### src/rtl/core/grls_pkg.sv
// Shared constants and types for the gradient ramp sampler.
`timescale 1ns / 1ps
`default_nettype none
package grls_pkg;

  localparam int MaxStops   = 16;
  localparam int MaxSamples = 4096;
  localparam int AddrW      = $clog2(MaxStops);
  localparam int CntW       = $clog2(MaxStops + 1);
  localparam int SampW      = $clog2(MaxSamples + 1);
  localparam int IdxW       = $clog2(MaxSamples);
  localparam int PosW       = 17;
  localparam int ChanW      = 8;
  localparam int StatW      = 2;
  localparam int CfgIdxW    = 2;
  localparam int CfgDataW   = 13;

  // bit-serial divider lengths
  localparam int UDivW      = IdxW + 16;          // dividend of the position divide
  localparam int LDivW      = PosW + ChanW;       // dividend of the channel divide
  localparam int IterW      = $clog2((UDivW > LDivW) ? UDivW : LDivW);

  localparam logic [PosW-1:0] Q16One = PosW'(65536);

  // register indexes
  localparam logic [CfgIdxW-1:0] RegSampleCount = CfgIdxW'(0);
  localparam logic [CfgIdxW-1:0] RegStopCount   = CfgIdxW'(1);

  // status codes
  localparam logic [StatW-1:0] StOk        = 2'd0;
  localparam logic [StatW-1:0] StFewStops  = 2'd1;
  localparam logic [StatW-1:0] StFirstBad  = 2'd2;
  localparam logic [StatW-1:0] StLastBad   = 2'd3;

  // item mode
  localparam logic ModeLoad = 1'b0;
  localparam logic ModeEval = 1'b1;

  typedef struct packed {
    logic [3:0][ChanW-1:0] col;   // [0] red .. [3] alpha
    logic [PosW-1:0]       pos;
  } stop_t;

endpackage
`default_nettype wire

### src/rtl/core/gradient_ramp_lut_sampler.sv
// Top level: colour-stop table with bit-serial gradient evaluation.
`timescale 1ns / 1ps
`default_nettype none
//  channel | direction | handshake            | payload
//  in_     | slave     | in_tvalid/in_tready  | in_tdata (stop fields, sample_index), in_tuser
//  out_    | master    | out_tvalid/out_tready| out_tdata (rgba, status)
//  cfg_    | slave     | cfg_valid/cfg_ready  | cfg_index, cfg_data
//
// A load item is written to the stop table as it is accepted; the engine stays idle.
// An evaluate item steps through S_CHK0 and S_CHK1 (stop checks), S_UDIV (bit-serial
// index-to-position divide), S_SCAN0 and S_SCAN (stop pairs 1..15 scanned through
// the registered table read port), S_LDIV (four parallel bit-serial channel divides)
// and S_DONE (output load); it is back in S_IDLE, ready for the next item, after
// S_DONE. A bad status skips straight to S_DONE. Reset (rst_n low, synchronous)
// clears the state, output valid and config registers; other registers and the
// stop table are not cleared. A finished result waits in the output register while
// the next item is accepted; the engine only stalls when a second result is ready.
module gradient_ramp_lut_sampler (
  input  wire logic                            clk,
  input  wire logic                            rst_n,
  input  wire logic                            in_tvalid,
  output logic                                 in_tready,
  // [3:0] stop_index, [20:4] stop_position, [28:21] stop_red, [36:29] stop_green,
  // [44:37] stop_blue, [52:45] stop_alpha, [64:53] sample_index, rest zero
  input  wire logic [71:0]                     in_tdata,
  // [0] mode
  input  wire logic                            in_tuser,
  output logic                                 out_tvalid,
  input  wire logic                            out_tready,
  // [7:0] out_red, [15:8] out_green, [23:16] out_blue, [31:24] out_alpha,
  // [33:32] status, rest zero
  output logic [39:0]                          out_tdata,
  input  wire logic                            cfg_valid,
  output logic                                 cfg_ready,
  input  wire logic [grls_pkg::CfgIdxW-1:0]    cfg_index,
  input  wire logic [grls_pkg::CfgDataW-1:0]   cfg_data
);
  import grls_pkg::*;

  typedef enum logic [2:0] {
    S_IDLE, S_CHK0, S_CHK1, S_UDIV, S_SCAN0, S_SCAN, S_LDIV, S_DONE
  } state_t;

  // unpack input item
  logic [AddrW-1:0] i_slot;
  logic [PosW-1:0]  i_pos;
  logic [3:0][ChanW-1:0] i_col;
  logic [IdxW-1:0]  i_sidx;
  assign i_slot   = in_tdata[3:0];
  assign i_pos    = in_tdata[20:4];
  assign i_col[0] = in_tdata[28:21];
  assign i_col[1] = in_tdata[36:29];
  assign i_col[2] = in_tdata[44:37];
  assign i_col[3] = in_tdata[52:45];
  assign i_sidx   = in_tdata[64:53];

  // configuration registers
  logic [CfgDataW-1:0] sample_count_r;
  logic [CntW-1:0]     stop_count_r;
  assign cfg_ready = 1'b1;

  always_ff @(posedge clk) begin
    if (!rst_n) begin
      sample_count_r <= CfgDataW'(256);
      stop_count_r   <= CntW'(2);
    end else if (cfg_valid) begin
      case (cfg_index)
        RegSampleCount: sample_count_r <= cfg_data;
        RegStopCount:   stop_count_r   <= cfg_data[CntW-1:0];
        default: ;
      endcase
    end
  end

  // stop table memory
  stop_t            stop_mem [MaxStops];
  stop_t            rd_q_r;
  logic [AddrW-1:0] rd_addr;
  logic             in_acc;
  stop_t            wr_ent;

  assign in_acc     = in_tvalid && in_tready;
  assign wr_ent.pos = i_pos;
  assign wr_ent.col = i_col;

  always_ff @(posedge clk) begin
    if (in_acc && in_tuser == ModeLoad) begin
      stop_mem[i_slot] <= wr_ent;
    end
    rd_q_r <= stop_mem[rd_addr];
  end

  // engine registers
  state_t               state_r, state_nxt;
  logic [CntW-1:0]      cnt_r, cnt_nxt;
  logic [IdxW-1:0]      dv_r, dv_nxt;            // clamped sample_count - 1
  logic [UDivW-1:0]     ush_r, ush_nxt;          // dividend shift
  logic [IdxW-1:0]      urem_r, urem_nxt;
  logic [PosW-1:0]      u_r, u_nxt;
  logic [IterW-1:0]     it_r, it_nxt;
  logic [AddrW-1:0]     k_r, k_nxt;
  stop_t                prev_r, prev_nxt;
  logic [PosW-1:0]      den_r, den_nxt;
  logic                 zden_r, zden_nxt;
  logic [3:0][LDivW-1:0] lsh_r, lsh_nxt;
  logic [3:0][PosW-1:0]  lrem_r, lrem_nxt;
  logic [3:0][ChanW-1:0] lq_r, lq_nxt;
  logic [3:0]            ldn_r, ldn_nxt;         // channel falls from c0 to c1
  logic [3:0][ChanW-1:0] res_r, res_nxt;
  logic [StatW-1:0]      stat_r, stat_nxt;
  logic                  ovld_r, ovld_nxt;
  logic [39:0]           odat_r, odat_nxt;

  assign in_tready  = (state_r == S_IDLE);
  assign out_tvalid = ovld_r;
  assign out_tdata  = odat_r;

  // clamped index and divisor for a new evaluate item
  logic [CfgDataW-1:0] n_cl;
  logic [IdxW-1:0]     nm1, idx_cl;
  always_comb begin
    if (sample_count_r < CfgDataW'(2))               n_cl = CfgDataW'(2);
    else if (sample_count_r > CfgDataW'(MaxSamples)) n_cl = CfgDataW'(MaxSamples);
    else                                             n_cl = sample_count_r;
    nm1    = IdxW'(n_cl - CfgDataW'(1));
    idx_cl = (i_sidx > nm1) ? nm1 : i_sidx;
  end

  // position divide step
  logic [IdxW:0]   utry;
  logic            ugo;
  assign utry = {urem_r, ush_r[UDivW-1]};
  assign ugo  = (utry >= {1'b0, dv_r});

  // channel divide steps, one lane per channel
  logic [3:0][PosW:0] ltry;
  logic [3:0]         lgo;
  always_comb begin
    for (int c = 0; c < 4; c++) begin
      ltry[c] = {lrem_r[c], lsh_r[c][LDivW-1]};
      lgo[c]  = (ltry[c] >= {1'b0, den_r});
    end
  end

  // interval test and lerp set-up for the stop pair (prev, current)
  logic            hit;
  logic [PosW-1:0] t_off;
  assign hit   = (u_r >= prev_r.pos) && (u_r <= rd_q_r.pos);
  assign t_off = u_r - prev_r.pos;

  logic [3:0][ChanW-1:0] dmag;
  logic [3:0]            dneg;
  always_comb begin
    for (int c = 0; c < 4; c++) begin
      dneg[c] = (rd_q_r.col[c] < prev_r.col[c]);
      dmag[c] = dneg[c] ? (prev_r.col[c] - rd_q_r.col[c])
                        : (rd_q_r.col[c] - prev_r.col[c]);
    end
  end

  // read address follows the state
  always_comb begin
    unique case (state_r)
      S_CHK0:  rd_addr = AddrW'(cnt_r - CntW'(1));
      S_SCAN0: rd_addr = AddrW'(1);
      S_SCAN:  rd_addr = k_r + AddrW'(1);
      default: rd_addr = '0;
    endcase
  end

  // next-state logic
  always_comb begin
    state_nxt = state_r;
    cnt_nxt   = cnt_r;
    dv_nxt    = dv_r;
    ush_nxt   = ush_r;
    urem_nxt  = urem_r;
    u_nxt     = u_r;
    it_nxt    = it_r;
    k_nxt     = k_r;
    prev_nxt  = prev_r;
    den_nxt   = den_r;
    zden_nxt  = zden_r;
    lsh_nxt   = lsh_r;
    lrem_nxt  = lrem_r;
    lq_nxt    = lq_r;
    ldn_nxt   = ldn_r;
    res_nxt   = res_r;
    stat_nxt  = stat_r;
    ovld_nxt  = ovld_r;
    odat_nxt  = odat_r;

    if (ovld_r && out_tready) ovld_nxt = 1'b0;

    unique case (state_r)
      S_IDLE: begin
        if (in_acc && in_tuser == ModeEval) begin
          cnt_nxt  = (stop_count_r > CntW'(MaxStops)) ? CntW'(MaxStops) : stop_count_r;
          dv_nxt   = nm1;
          ush_nxt  = {idx_cl, 16'd0};
          urem_nxt = '0;
          u_nxt    = '0;
          it_nxt   = '0;
          res_nxt  = '0;
          stat_nxt = StOk;
          if (cnt_nxt < CntW'(2)) begin
            stat_nxt  = StFewStops;
            state_nxt = S_DONE;
          end else begin
            state_nxt = S_CHK0;
          end
        end
      end
      S_CHK0: begin
        if (rd_q_r.pos != '0) begin
          stat_nxt  = StFirstBad;
          state_nxt = S_DONE;
        end else begin
          state_nxt = S_CHK1;
        end
      end
      S_CHK1: begin
        if (rd_q_r.pos != Q16One) begin
          stat_nxt  = StLastBad;
          state_nxt = S_DONE;
        end else begin
          state_nxt = S_UDIV;
        end
      end
      S_UDIV: begin
        // one quotient bit per cycle
        urem_nxt = ugo ? IdxW'(utry - {1'b0, dv_r}) : utry[IdxW-1:0];
        u_nxt    = {u_r[PosW-2:0], ugo};
        ush_nxt  = {ush_r[UDivW-2:0], 1'b0};
        it_nxt   = it_r + IterW'(1);
        if (it_r == IterW'(UDivW - 1)) state_nxt = S_SCAN0;
      end
      S_SCAN0: begin
        prev_nxt  = rd_q_r;
        k_nxt     = AddrW'(1);
        state_nxt = S_SCAN;
      end
      S_SCAN: begin
        if (hit) begin
          den_nxt  = rd_q_r.pos - prev_r.pos;
          zden_nxt = (rd_q_r.pos == prev_r.pos);
          for (int c = 0; c < 4; c++) begin
            lsh_nxt[c]  = LDivW'(t_off) * LDivW'(dmag[c]);
            lrem_nxt[c] = '0;
            lq_nxt[c]   = '0;
            ldn_nxt[c]  = dneg[c];
          end
          it_nxt    = '0;
          state_nxt = S_LDIV;
        end else if (k_r == AddrW'(cnt_r - CntW'(1))) begin
          state_nxt = S_DONE;
        end else begin
          prev_nxt = rd_q_r;
          k_nxt    = k_r + AddrW'(1);
        end
      end
      S_LDIV: begin
        for (int c = 0; c < 4; c++) begin
          lrem_nxt[c] = lgo[c] ? PosW'(ltry[c] - {1'b0, den_r}) : ltry[c][PosW-1:0];
          lq_nxt[c]   = {lq_r[c][ChanW-2:0], lgo[c]};
          lsh_nxt[c]  = {lsh_r[c][LDivW-2:0], 1'b0};
        end
        it_nxt = it_r + IterW'(1);
        if (it_r == IterW'(LDivW - 1)) begin
          // final quotient and remainder now in the _nxt values
          for (int c = 0; c < 4; c++) begin
            if (zden_r)
              res_nxt[c] = prev_r.col[c];
            else if (ldn_r[c])
              res_nxt[c] = prev_r.col[c] - lq_nxt[c]
                           - ChanW'(lrem_nxt[c] != '0);
            else
              res_nxt[c] = prev_r.col[c] + lq_nxt[c];
          end
          state_nxt = S_DONE;
        end
      end
      S_DONE: begin
        if (!ovld_r || out_tready) begin
          ovld_nxt  = 1'b1;
          odat_nxt  = {6'd0, stat_r, res_r[3], res_r[2], res_r[1], res_r[0]};
          state_nxt = S_IDLE;
        end
      end
      default: state_nxt = S_IDLE;
    endcase
  end

  // state and registered outputs
  always_ff @(posedge clk) begin
    if (!rst_n) begin
      state_r <= S_IDLE;
      ovld_r  <= 1'b0;
    end else begin
      state_r <= state_nxt;
      ovld_r  <= ovld_nxt;
    end
    cnt_r  <= cnt_nxt;
    dv_r   <= dv_nxt;
    ush_r  <= ush_nxt;
    urem_r <= urem_nxt;
    u_r    <= u_nxt;
    it_r   <= it_nxt;
    k_r    <= k_nxt;
    prev_r <= prev_nxt;
    den_r  <= den_nxt;
    zden_r <= zden_nxt;
    lsh_r  <= lsh_nxt;
    lrem_r <= lrem_nxt;
    lq_r   <= lq_nxt;
    ldn_r  <= ldn_nxt;
    res_r  <= res_nxt;
    stat_r <= stat_nxt;
    odat_r <= odat_nxt;
  end

endmodule
`default_nettype wire
### config.mk
export PLATFORM = sky130hd
export DESIGN_NAME = gradient_ramp_lut_sampler
export DESIGN_NICKNAME = d
export VERILOG_FILES = /design/src/rtl/core/grls_pkg.sv /design/src/rtl/core/gradient_ramp_lut_sampler.sv
export SDC_FILE = /design/constraint.sdc
export NUM_CORES = 2
export LEC_CHECK = 0
export BUFFER_PORTS_ARGS = -buffer_cell sky130_fd_sc_hd__buf_2
export CAP_MARGIN = 20
export CORE_ASPECT_RATIO = 0.75
export CORE_MARGIN = 5
export CORE_UTILIZATION = 35
export CTS_CLUSTER_SIZE = 30
export DETAILED_ROUTE_END_ITERATION = 10
export PLACE_DENSITY = 0.54
export SLEW_MARGIN = 10
export SYNTH_ARGS = -nofsm -noshare
export SYNTH_HDL_FRONTEND = slang
export SYNTH_SLANG_ARGS = --single-unit
### constraint.sdc
create_clock -name clk -period 18.12 [get_ports clk]
set_input_delay 0 -clock clk [delete_from_list [all_inputs] [get_ports clk]]
set_output_delay 0 -clock clk [all_outputs]
set_load 0.05 [all_outputs]
==> impl_metrics.csv <==
group,metric,value,unit
worst_setup_path,end_kind,"register",
die,dieArea,0.226,mm²
synth,synthArstFlopShare,0,%
synth,ys_ff_latch,1256,
worst_setup_path,crit_required,18.59,ns
synth,yosys.area.top_type_share,47.0,%
final_layout,final_area,0.0855,mm²
timing,tightest_slew,1.08,ns
worst_setup_path,critPathArrivalTime,9.25,ns
clocking,cts-root-buf,"clkbuf_16",
timing,setup_ws,9.35,ns
timing,grt_setup_unrepaired,"false",
timing,finalCritPeriodShare,48.4,%
grt,overflow,0,
clocking,cts.sinks,1256,
timing,hold_viol_final,0,
worst_setup_path,slowest_delay,0.57,ns
worst_setup_path,crit_type,"register to register",
synth,yosysTopAreaCell,"edfxtp_1",
clocking,postCtsSetupBuffers,0,
detailed_routing,wl_per_cell,20.4,µm
place,place_hpwl,128,mm
die,coreArea,0.215,mm²
final_layout,area_growth,12.9,%
detailed_routing,drt_pre_antenna_iters,5,
die,num_rows,147,
timing,setup_viol,0,
job,maxCapViolCount,0,
detailed_routing,drtAntennaViolNets,0,
die,die_x,547,µm
timing,finalClockSkew,0.0931,ns
clocking,cts_tree,"yes",
grt,grt_start_max_net_pins,182,
final_layout,drive_above_1_share,7.57,%
clocking,insertion_delay,0.82,ns
worst_setup_path,critPathSlowestCell,"edfxtp_1",
timing,relSlewSlack,28.0,%
detailed_routing,drt_iter0_drc,4241,
detailed_routing,routed_via_density,5.17,
worst_setup_path,path_common_cell,"a21oi_1",
final_layout,final_nets,7987,
detailed_routing,route.detailed.drc,0,
clocking,htree_levels,4,
outcome,status,"finished clean",
detailed_routing,vias,51600,
place,place_congestion,0.813,
die,num_io_pins,136,
worst_setup_path,cp_max_fo,17,
detailed_routing,wirelength,203,mm
clocking,clk_pin_slew,0.06,ns
timing,tns,0,ns
synth,yosys-top-cells-area,"edfxtp_1, fa_1, ha_1",
timing,slew_violations,0,
synth,syn_avg_cell_area,11.0,µm²
synth,synth_ff_type,"edfxtp_1",
synth,synth_edf_count,1185,
timing,fmax,114,MHz
timing,fin_crit,8.77,ns
place,port_buffers,121,
synth,synth_warnings,0,
grt,grt_pass1_vias,51600,
place,dpl_worst_slack,9.06,ns
synth,synthCells,6876,
grt,antenna_found_initial,33,
synth,ys_types,92,
grt,grt_usage,17.7,%
clocking,cts_resized,0,
clocking,cts_buffers,146,
clocking,cts_buffer_depth,4,
worst_hold_path,hold_class,"primary input to register",
worst_setup_path,start_kind,"register",
die,die_h,413,µm
synth,synth_seq_area_share,48.9,%
clocking,holdBufCountCts,120,
die,floorplan.initialDensity,35.3,%
synth,syn_area,0.0757,mm²
grt,grt_pass1_wl,314,mm
place,place_area,0.0798,mm²
-- cells in the final DEF, fill, tap and decap left out, types with 123 or more instances in the layout --
cell          n
edfxtp_1   1185
nor2_1      792
nand2_1     645
inv_1       640
ha_1        471
fa_1        387
a21oi_1     350
a211oi_1    295
and2_1      235
o21ai_0     150
clkbuf_16   147
xnor2_1     130
a31oi_1     123
-- area by class of cell --
| class | count | area, µm² |
|---|---|---|
| Clock buffer | 195 | 3940 |
| Tap cell | 2831 | 3540 |
| Fill cell | 20400 | 129000 |
| Multi-Input combinational cell | 4640 | 35400 |
| Antenna cell | 12 | 30.0 |
| Sequential cell | 1256 | 37000 |
| Timing Repair Buffer | 349 | 2700 |
| Inverter | 643 | 2410 |
| Clock inverter | 53 | 490 |
-- stage by stage --
step / hold WS (ns) / cells / utilization, %
finish: 0.0777 / 9979 / 39.8
global route: 0.0889 / 9973 / 39.8
CTS: 0.0255 / 9965 / 39.8
detailed placement: 0.216 / 9597 / 37.2
global placement: 0.218 / 9595 / 37.2
floorplan: 0.0989 / 6881 / -
-- cells by family after synthesis --
group,count (synthesis),share of synthesized area (%)
AO/OA/AOI/OAI,1341,11.8
XOR/XNOR,229,2.67
adder cells (fa/ha/maj),858,18.0
buffers and inverters,985,4.94
flip-flops,1256,48.9
multiplexers,92,1.23
other,2,0.00991
AND/OR/NAND/NOR,2113,12.5
-- metal layers --
layer,share of wire (%),GRT usage [%],vias to the layer above,wire (µm)
met5,0.043,0,-,88
met4,2.7,4.75,14,5510
met3,6.4,3.48,326,13000
met2,44,27.4,1395,88800
met1,47,25.5,25400,95700
li1,-,-,24400,-
-- synthesized netlist by cell type (all sizes together) (71+ instances only) --
cell and number:
xor2 88, nand2 648, mux2i 81, and2 240
clkbuf 315, o21ai 173, a211oi 296, fa 387
xnor2 141, a311oi 102, dfxtp 71, inv 642
ha 471, nor2 807, nor3 71, a21oi 352
edfxtp 1185, a31oi 124
-- flip-flops by register name, summed over array words and instances (netlist names), 5 cells and up --
| signal | cells |
|---|---|
| it_r | 5 |
| stop_mem | 784 |
| lsh_r | 100 |
| urem_r | 12 |
| stop_count_r | 5 |
| prev_r | 49 |
| dv_r | 12 |
| sample_count_r | 13 |
| den_r | 17 |
| rd_q_r | 49 |
| res_r | 32 |
| lrem_r | 68 |
| lq_r | 28 |
| ush_r | 12 |
| u_r | 17 |
| out_tdata | 34 |
-- worst paths after layout --
check / from / to / slack [ns] / cells past startpoint
setup / recovery: prev_r[18]$_DFFE_PP_ / lsh_r[24]$_DFFE_PP_ / 9.35 / 32
hold / removal: cfg_data[3] / stop_count_r[3]$_SDFFE_PN0P_ / 0.08 / 4
setup reg to reg: prev_r[18]$_DFFE_PP_ / lsh_r[24]$_DFFE_PP_ / 9.35 / 32
hold reg to reg: res_r[20]$_SDFFCE_PN0P_ / out_tdata[20]$_DFFE_PP_ / 0.42 / 0
-- worst max-delay path, delay by kind of cell, from the launching register on --
kind	cells	cell delay [ns]
multiplexers	1	0.33
adder cells (fa/ha/maj)	6	2.71
AND/OR/NAND/NOR	4	0.62
XOR/XNOR	1	0.09
flip-flops	1	0.57
buffers and inverters	6	0.82
AO/OA/AOI/OAI	14	3.31
Power is not shown: default switching activity piles up to over one toggle a cycle in this logic, so the estimate is an artifact.
